==> config.mk <==
export PLATFORM = sky130hd
export DESIGN_NAME = pes_to_ts_packetizer_unit
export DESIGN_NICKNAME = d
export VERILOG_FILES = /design/src/rtl/pests_pkg.sv /design/src/rtl/pes_to_ts_packetizer_unit.sv
export SDC_FILE = /design/constraint.sdc
export NUM_CORES = 2
export LEC_CHECK = 0
export ABC_CLOCK_PERIOD_IN_PS = 17200
export BUFFER_PORTS_ARGS = -buffer_cell sky130_fd_sc_hd__buf_4
export CORE_UTILIZATION = 35
export CTS_CLUSTER_SIZE = 16
export DETAILED_ROUTE_END_ITERATION = 8
export MAX_ROUTING_LAYER = met4
export PLACE_DENSITY_LB_ADDON = 0.15
export REMOVE_ABC_BUFFERS = 1
export SYNTH_ARGS = -nofsm -noshare
export SYNTH_HDL_FRONTEND = slang
export SYNTH_SLANG_ARGS = --single-unit
==> constraint.sdc <==
create_clock -name clk -period 17.2 [get_ports clk]
set_input_delay 3.44 -clock clk [delete_from_list [all_inputs] [get_ports clk]]
set_output_delay 3.44 -clock clk [all_outputs]
set_load 0.02 [all_outputs]
==> src/rtl/pests_pkg.sv <==
// Package for the PES to transport stream packetizer.
// Holds the item types, packet layout constants and codes. No dependencies.
`default_nettype none

package pests_pkg;

  // Transport packet layout
  localparam int unsigned PKT_SIZE    = 188;
  localparam int unsigned HDR_BYTES   = 4;
  localparam int unsigned PAYLOAD_MAX = PKT_SIZE - HDR_BYTES;
  localparam int unsigned SPLIT_FILL  = PAYLOAD_MAX - 1;
  localparam int unsigned SPLIT_LEN   = PAYLOAD_MAX - 2;

  // Header and stuffing bytes
  localparam logic [7:0] SYNC_BYTE  = 8'h47;
  localparam logic [7:0] STUFF_BYTE = 8'hFF;
  localparam logic [7:0] AF_FLAGS   = 8'h00;

  // Adaptation field control nibble
  localparam logic [3:0] AFC_PAYLOAD = 4'h1;
  localparam logic [3:0] AFC_ADAPT   = 4'h3;

  // Start code 00 00 01 BD
  localparam logic [7:0] SC_BYTE0 = 8'h00;
  localparam logic [7:0] SC_BYTE1 = 8'h00;
  localparam logic [7:0] SC_BYTE2 = 8'h01;
  localparam logic [7:0] SC_BYTE3 = 8'hBD;

  // Request types
  localparam logic REQ_DATA = 1'b0;
  localparam logic REQ_EOS  = 1'b1;

  // Configuration register indexes
  localparam logic REG_STREAM_PID = 1'b0;

  localparam logic [12:0] PID_RESET = 13'h1FFF;

  typedef struct packed {
    logic       req_type;
    logic [7:0] data_byte;
  } pests_in_t;

  typedef struct packed {
    logic [63:0] out_word;
    logic [3:0]  byte_count;
    logic        packet_end;
    logic        last;
  } pests_out_t;

endpackage

`default_nettype wire

==> src/rtl/pes_to_ts_packetizer_unit.sv <==
// PES to transport stream packetizer: one byte item in, 64-bit packet words out.
// Each packet goes out as 23 words of 8 bytes and a last word of 4; for each word the byte
// lane gathers the bytes, then drains, then the output register is loaded. A split flush
// sends two such packets. The input stalls until the block is back in idle.
// Throughput is set by the single byte lane reading the payload store.
// Reset: synchronous; clears control state, PID to 8191, unit start flag set.
`default_nettype none

module pes_to_ts_packetizer_unit
  import pests_pkg::*;
(
  input  wire logic        clk,
  input  wire logic        rst,
  input  wire logic        in_valid,
  output      logic        in_stall,
  input  wire pests_in_t   in_item,
  output      logic        out_valid,
  input  wire logic        out_stall,
  output      pests_out_t  out_item,
  input  wire logic        psel,
  input  wire logic        penable,
  input  wire logic        pwrite,
  input  wire logic [2:0]  paddr,
  input  wire logic [31:0] pwdata,
  output      logic [31:0] prdata,
  output      logic        pready
);

  localparam logic [2:0] ST_IDLE   = 3'd0;
  localparam logic [2:0] ST_PUSH   = 3'd1;
  localparam logic [2:0] ST_DRAIN  = 3'd2;
  localparam logic [2:0] ST_GATHER = 3'd3;
  localparam logic [2:0] ST_WAITLD = 3'd4;

  // What follows a packet send
  localparam logic [1:0] AFT_PUSH   = 2'd0;
  localparam logic [1:0] AFT_CONT   = 2'd1;
  localparam logic [1:0] AFT_EOSEND = 2'd2;

  localparam logic [7:0] LAST_IDX = 8'(PKT_SIZE - 1);

  logic [2:0]  state;
  logic [12:0] pid;

  logic [7:0]  win [0:2];
  logic [1:0]  wfill;
  logic        is_eos;
  logic [7:0]  push_val;
  logic [7:0]  drain_buf [0:2];
  logic [1:0]  drain_cnt;
  logic [1:0]  drain_idx;

  logic [7:0]  store [0:PAYLOAD_MAX-1];
  logic [7:0]  fill;
  logic [3:0]  cc;
  logic        unit_start;
  logic [1:0]  aft;

  logic [7:0]  pk_len;
  logic [7:0]  pk_base;
  logic        pk_pusi;
  logic        split_pend;

  logic [7:0]  p;
  logic [2:0]  bcnt;
  logic        wd_end;
  logic        v1;
  logic        v1_mem;
  logic [7:0]  v1_const;
  logic [7:0]  rd_data;
  logic [63:0] acc;

  logic        match;
  logic        slot_free;
  logic        more_after;
  logic [7:0]  fill_inc;
  logic [7:0]  ss_len;
  logic        ss_split;
  logic [7:0]  thr;
  logic        is_mem;
  logic [7:0]  const_byte;
  logic [7:0]  rd_addr;
  logic        cfg_wr;

  assign in_stall  = (state != ST_IDLE);
  assign pready    = 1'b1;
  assign cfg_wr    = psel && penable && pwrite && (paddr[2] == REG_STREAM_PID);
  assign prdata    = (paddr[2] == REG_STREAM_PID) ? {19'd0, pid} : 32'd0;
  assign slot_free = !out_valid || !out_stall;
  assign fill_inc  = fill + 8'd1;

  // Start code seen across the delay line and the new byte
  assign match = (win[0] == SC_BYTE0) && (win[1] == SC_BYTE1) &&
                 (win[2] == SC_BYTE2) && (in_item.data_byte == SC_BYTE3);

  // Flush of a 183-byte payload goes out as 182 + 1
  assign ss_split = (fill == 8'(SPLIT_FILL));
  assign ss_len   = ss_split ? 8'(SPLIT_LEN) : fill;

  // A full send during drain is followed by more results if bytes remain
  assign more_after = (aft == AFT_CONT) && is_eos && (drain_idx != drain_cnt);

  // Byte selection for packet byte p
  assign thr     = 8'(PKT_SIZE) - pk_len;
  assign rd_addr = p - thr + pk_base;

  always_comb begin
    is_mem     = 1'b0;
    const_byte = STUFF_BYTE;
    if (p < 8'(HDR_BYTES)) begin
      case (p[1:0])
        2'd0: const_byte = SYNC_BYTE;
        2'd1: const_byte = {1'b0, pk_pusi, 1'b0, pid[12:8]};
        2'd2: const_byte = pid[7:0];
        2'd3: const_byte = {(pk_len == 8'(PAYLOAD_MAX)) ? AFC_PAYLOAD : AFC_ADAPT, cc};
        default: const_byte = SYNC_BYTE;
      endcase
    end else if (p >= thr) begin
      is_mem = 1'b1;
    end else if (p == 8'(HDR_BYTES)) begin
      const_byte = 8'(PAYLOAD_MAX - 1) - pk_len;
    end else if (p == 8'(HDR_BYTES + 1)) begin
      const_byte = AF_FLAGS;
    end
  end

  // Payload store: write on push, registered read for the byte lane
  always_ff @(posedge clk) begin
    if (state == ST_PUSH) begin
      store[fill] <= push_val;
    end
    rd_data <= store[rd_addr];
  end

  // Byte lane: shift the selected byte into the word accumulator
  always_ff @(posedge clk) begin
    if (rst) begin
      v1 <= 1'b0;
    end else begin
      v1 <= (state == ST_GATHER);
    end
    v1_mem   <= is_mem;
    v1_const <= const_byte;
    if (v1) begin
      acc <= {acc[55:0], v1_mem ? rd_data : v1_const};
    end
  end

  // Configuration register
  always_ff @(posedge clk) begin
    if (rst) begin
      pid <= PID_RESET;
    end else if (cfg_wr) begin
      pid <= pwdata[12:0];
    end
  end

  // Sequencer
  always_ff @(posedge clk) begin
    if (rst) begin
      state      <= ST_IDLE;
      wfill      <= 2'd0;
      win[0]     <= 8'd0;
      win[1]     <= 8'd0;
      win[2]     <= 8'd0;
      fill       <= 8'd0;
      cc         <= 4'd0;
      unit_start <= 1'b1;
      out_valid  <= 1'b0;
      is_eos     <= 1'b0;
      drain_cnt  <= 2'd0;
      drain_idx  <= 2'd0;
      split_pend <= 1'b0;
      aft        <= AFT_CONT;
      p          <= 8'd0;
      bcnt       <= 3'd0;
    end else begin
      // Release the output word once taken
      if (out_valid && !out_stall) begin
        out_valid <= 1'b0;
      end

      case (state)
        ST_IDLE: begin
          if (in_valid) begin
            if (in_item.req_type == REQ_EOS) begin
              // Hold the delay line for draining and clear it
              drain_buf[0] <= win[0];
              drain_buf[1] <= win[1];
              drain_buf[2] <= win[2];
              drain_cnt    <= wfill;
              drain_idx    <= 2'd0;
              win[0]       <= 8'd0;
              win[1]       <= 8'd0;
              win[2]       <= 8'd0;
              wfill        <= 2'd0;
              is_eos       <= 1'b1;
              state        <= ST_DRAIN;
            end else if (wfill != 2'd3) begin
              win[wfill] <= in_item.data_byte;
              wfill      <= wfill + 2'd1;
            end else begin
              // Advance the delay line; the oldest byte goes to the store
              is_eos   <= 1'b0;
              push_val <= win[0];
              win[0]   <= win[1];
              win[1]   <= win[2];
              win[2]   <= in_item.data_byte;
              if (match && (fill != 8'd0)) begin
                pk_len     <= ss_len;
                pk_base    <= 8'd0;
                pk_pusi    <= unit_start;
                split_pend <= ss_split;
                p          <= 8'd0;
                bcnt       <= 3'd0;
                aft        <= AFT_PUSH;
                state      <= ST_GATHER;
              end else begin
                if (match) begin
                  unit_start <= 1'b1;
                end
                state <= ST_PUSH;
              end
            end
          end
        end

        ST_PUSH: begin
          fill <= fill_inc;
          if (fill_inc == 8'(PAYLOAD_MAX)) begin
            pk_len     <= 8'(PAYLOAD_MAX);
            pk_base    <= 8'd0;
            pk_pusi    <= unit_start;
            split_pend <= 1'b0;
            p          <= 8'd0;
            bcnt       <= 3'd0;
            aft        <= AFT_CONT;
            state      <= ST_GATHER;
          end else begin
            state <= is_eos ? ST_DRAIN : ST_IDLE;
          end
        end

        ST_DRAIN: begin
          if (drain_idx != drain_cnt) begin
            push_val  <= drain_buf[drain_idx];
            drain_idx <= drain_idx + 2'd1;
            state     <= ST_PUSH;
          end else if (fill != 8'd0) begin
            pk_len     <= ss_len;
            pk_base    <= 8'd0;
            pk_pusi    <= unit_start;
            split_pend <= ss_split;
            p          <= 8'd0;
            bcnt       <= 3'd0;
            aft        <= AFT_EOSEND;
            state      <= ST_GATHER;
          end else begin
            unit_start <= 1'b1;
            state      <= ST_IDLE;
          end
        end

        ST_GATHER: begin
          // Issue one packet byte a cycle until the word is complete
          if (p == LAST_IDX) begin
            wd_end <= 1'b1;
            p      <= 8'd0;
            bcnt   <= 3'd0;
            state  <= ST_WAITLD;
          end else begin
            p    <= p + 8'd1;
            bcnt <= bcnt + 3'd1;
            if (bcnt == 3'd7) begin
              wd_end <= 1'b0;
              state  <= ST_WAITLD;
            end
          end
        end

        ST_WAITLD: begin
          if (!v1 && slot_free) begin
            out_valid           <= 1'b1;
            out_item.out_word   <= wd_end ? {acc[31:0], 32'd0} : acc;
            out_item.byte_count <= wd_end ? 4'd4 : 4'd8;
            out_item.packet_end <= wd_end;
            out_item.last       <= wd_end && !split_pend && !more_after;
            if (!wd_end) begin
              state <= ST_GATHER;
            end else begin
              cc <= cc + 4'd1;
              if (split_pend) begin
                // Second packet of a split: last stored byte, no unit start
                pk_len     <= 8'd1;
                pk_base    <= 8'(SPLIT_LEN);
                pk_pusi    <= 1'b0;
                split_pend <= 1'b0;
                state      <= ST_GATHER;
              end else begin
                fill       <= 8'd0;
                unit_start <= 1'b0;
                case (aft)
                  AFT_PUSH: begin
                    unit_start <= 1'b1;
                    state      <= ST_PUSH;
                  end
                  AFT_EOSEND: begin
                    unit_start <= 1'b1;
                    state      <= ST_IDLE;
                  end
                  default: begin
                    state <= is_eos ? ST_DRAIN : ST_IDLE;
                  end
                endcase
              end
            end
          end
        end

        default: begin
          state <= ST_IDLE;
        end
      endcase
    end
  end

endmodule

`default_nettype wire

==> metrics.txt <==
die height 445 um; largest family of logic cells by synthesized area multiplexers; DRC Markers 0; post-DP HPWL a little under 100000 um; Worst-Skew Late Latency ~0.83 ns; Yosys warnings 0; synthesized area around 69000 um^2; fmax around 140 MHz; Worst path most repeated cell buf_4; Final Hold Fails 0; PostCTS Resize Cnt 0; DP Cell Count 6122; Worst-Margin Slew 1.20 ns; average cell area after synthesis approximately 19 um^2; fillers about 17000; Tot Pwr 0.00866 W; nets@finish 3773; port bufs approximately 110; die width 445 um; FP Rows ~160; Seq/Total Area, Yosys around three quarters; hold_buf cts 0; Max Slew Vio Count 0; # IOs between 150 and 200; GP Congestion 0.786; initial drt markers about 3000; Synth cell types 75; Setup crit start kind input pin; Slew headroom between 10% and 20%; fin worst setup slack between 9 and 10 ns; Post-synth EDFFs between 1500 and 2000; via count around 34000; Hold WC Path Type flop to flop; CTS buffer count around 190; GR Overflow Total 0; leakage 24.5 nW; DRT antenna net count 0; VDD IR max between 0.1 and 0.15 mV; Syn-to-layout area delta 14.0%; min cycle time layout between 7 and 8 ns; number of setup buffers added after CTS 0; CORE AREA about 190000 um^2; clk_skew 0.0392 ns; slowest cell on the critical path buf_4; Max Buffers Root-to-Sink 3; worst slack, placed roughly 10 ns; synthesized flop and latch total ~1700; Synth Instances around 3500; Final Setup Violations 0; Initial Utilization about a third; Critical Path RT approximately 14 ns; CTS tree built; RSZ-0062 raised after global routing no; ys async rst share 0%; DRT Wirelength around 170000 um; Post-Synth Simple-Gate Area roughly 4.4%; Layout Cells excl Fill 6461; drt pass-1 iters 5; vias in the first global route between 30000 and 40000; Synth Area in XOR/XNOR less than 1%; Post-Synth Adder-Cell Area 0.708%; Post-synth top flop edfxtp_1; Largest stage delay, worst path roughly 0.16 ns; Pwr per Cell Area between 100 and 150 nW/um^2; htree depth 4; largest net degree at the start of global routing 185; CP arrival 3.89 ns; clock sink count roughly 1700; CP endpoint kind output port; initial antenna violation count 5; gr usage total between 15 and 20%; status finished, final reports clean; DR WL/cell ~26 um; TNS Setup 0 ns; post-synthesis mux area share between 10 and 15%; CP Class input pin to output port; root buffer cell clkbuf_16; share of layout cells above drive strength 1 a little under a quarter; clock-pin slew on the worst setup and hold paths roughly 0.06 ns; first-pass GRT wire length approximately 250000 um; Vias/cell 5.20; max-cap violations 0; Worst Path Max Fanout 15; period utilization between 40% and 50%; die area just under 200000 um^2; post-synthesis compound-gate area fraction under 10%; Cell Chain, Critical Path buf_4 > nor2b_1 > buf_4
==> synth_stat cells, types with 5 or more instances <==
master | instances | area, um^2
o21a_1 | 9 | 67.6
buf_2 | 43 | 215
ha_1 | 34 | 425
o2111ai_1 | 17 | 149
nand3b_1 | 19 | 143
nand3_1 | 50 | 250
nor4_1 | 7 | 43.8
a211oi_1 | 13 | 97.6
mux4_2 | 392 | 8830
o21ai_0 | 32 | 160
or3_1 | 5 | 31.3
buf_6 | 5 | 56.3
nor2b_1 | 56 | 350
a311oi_1 | 9 | 78.8
a21o_1 | 5 | 37.5
nor3_1 | 20 | 100
buf_4 | 34 | 255
a211o_1 | 11 | 96.3
o211ai_1 | 32 | 240
nand2_1 | 172 | 646
buf_1 | 17 | 63.8
and2_1 | 13 | 81.3
xor2_1 | 10 | 87.6
a2bb2oi_1 | 5 | 43.8
a21oi_1 | 69 | 345
and3_1 | 15 | 93.8
a221oi_1 | 25 | 219
inv_1 | 26 | 97.6
nand4_1 | 9 | 56.3
xnor2_1 | 12 | 105
nor2_1 | 270 | 1010
a22oi_1 | 38 | 285
mux2_2 | 40 | 450
dfxtp_1 | 71 | 1420
mux2i_1 | 17 | 170
o31a_1 | 10 | 87.6
a22o_1 | 56 | 490
clkbuf_1 | 135 | 507
edfxtp_1 | 1670 | 50100
==> through the flow <==
stage / instance area [um^2] / utilization (%) / hold WS (ns)
CTS: 78200 / 40.1 / 0.444
global route: 78200 / 40.1 / 0.453
floorplan: 67600 / - / 0.422
global placement: 72400 / 37.2 / 0.428
finish: 78200 / 40.1 / 0.443
detailed placement: 72400 / 37.2 / 0.431
==> layout make-up <==
cell class	count	area [um^2]	area share [%]
tap	2624	3280	4.20
clock buffer	229	4910	6.28
timing repair buffer	176	1420	1.82
multi-input combinational	1554	16000	20.5
sequential	1741	51600	66.0
antenna	2	5.00	0.00640
inverter	27	101	0.130
clock inverter	108	858	1.10
==> logic make-up (layout without fill, tap and decap cells) <==
| group | after synthesis | after routing |
|---|---|---|
| multiplexers | 449 | 449 |
| adder cells (fa/ha/maj) | 37 | 37 |
| other | 2 | 24 |
| AND/OR/NAND/NOR | 661 | 661 |
| buffers and inverters | 261 | 540 |
| AO/OA/AOI/OAI | 363 | 363 |
| XOR/XNOR | 22 | 22 |
| flip-flops | 1741 | 1741 |
==> sequential cells by signal, summed over array words and instances (netlist names), 3 cells and up, named ones only <==
| register | flops |
|---|---|
| drain_buf | 24 |
| pid | 13 |
| out_item | 67 |
| v1_const | 8 |
| rd_data | 8 |
| acc | 64 |
| store | 1472 |
| fill | 8 |
| p | 8 |
| cc | 4 |
| win | 24 |
| push_val | 8 |
| state | 3 |
| bcnt | 3 |
| pk_len | 8 |
==> critical path, delay by kind of cell <==
family,cells,cell delay (ns)
buf+inv,2,0.32
simple gates,1,0.13
==> path summary, 6_finish.rpt <==
check        cells after the start  slack, ns          to  startpoint
max                              3       9.87   prdata[0]    paddr[2]
min                              0       0.44     acc[42]     acc[34]
max reg2reg                     12      11.10  rd_data[0]        p[0]
min reg2reg                      0       0.44     acc[42]     acc[34]
==> where the power goes <==
| group | internal (W) | switching [W] |
|---|---|---|
| Combinational | 0.0000906 | 0.000144 |
| Clock | 0.00216 | 0.00166 |
| Sequential | 0.00459 | 0.0000119 |
| Total | 0.00684 | 0.00181 |
==> cells in the final DEF, fill, tap and decap left out, types with 38 or more instances in the layout <==
| master | instances |
|---|---|
| clkbuf_16 | 189 |
| a22o_1 | 56 |
| nor2b_1 | 56 |
| clkinv_2 | 38 |
| edfxtp_1 | 1670 |
| a21oi_1 | 69 |
| mux4_2 | 392 |
| mux2_2 | 40 |
| buf_4 | 168 |
| nand3_1 | 50 |
| nor2_1 | 266 |
| nand2_1 | 172 |
| clkinv_1 | 44 |
| dfxtp_1 | 70 |
| a22oi_1 | 38 |
==> layer usage <==
metal / track usage (%) / wire [um] / vias up / part of all wire, %
met5: - / 0 / - / 0
met4: 5.07 / 3800 / 0 / 2.2
met3: 2.83 / 8960 / 227 / 5.3
met2: 26.7 / 79900 / 917 / 47
met1: 24.6 / 77200 / 17800 / 45
li1: - / - / 14700 / -
Power figures use the tool's default switching activity.
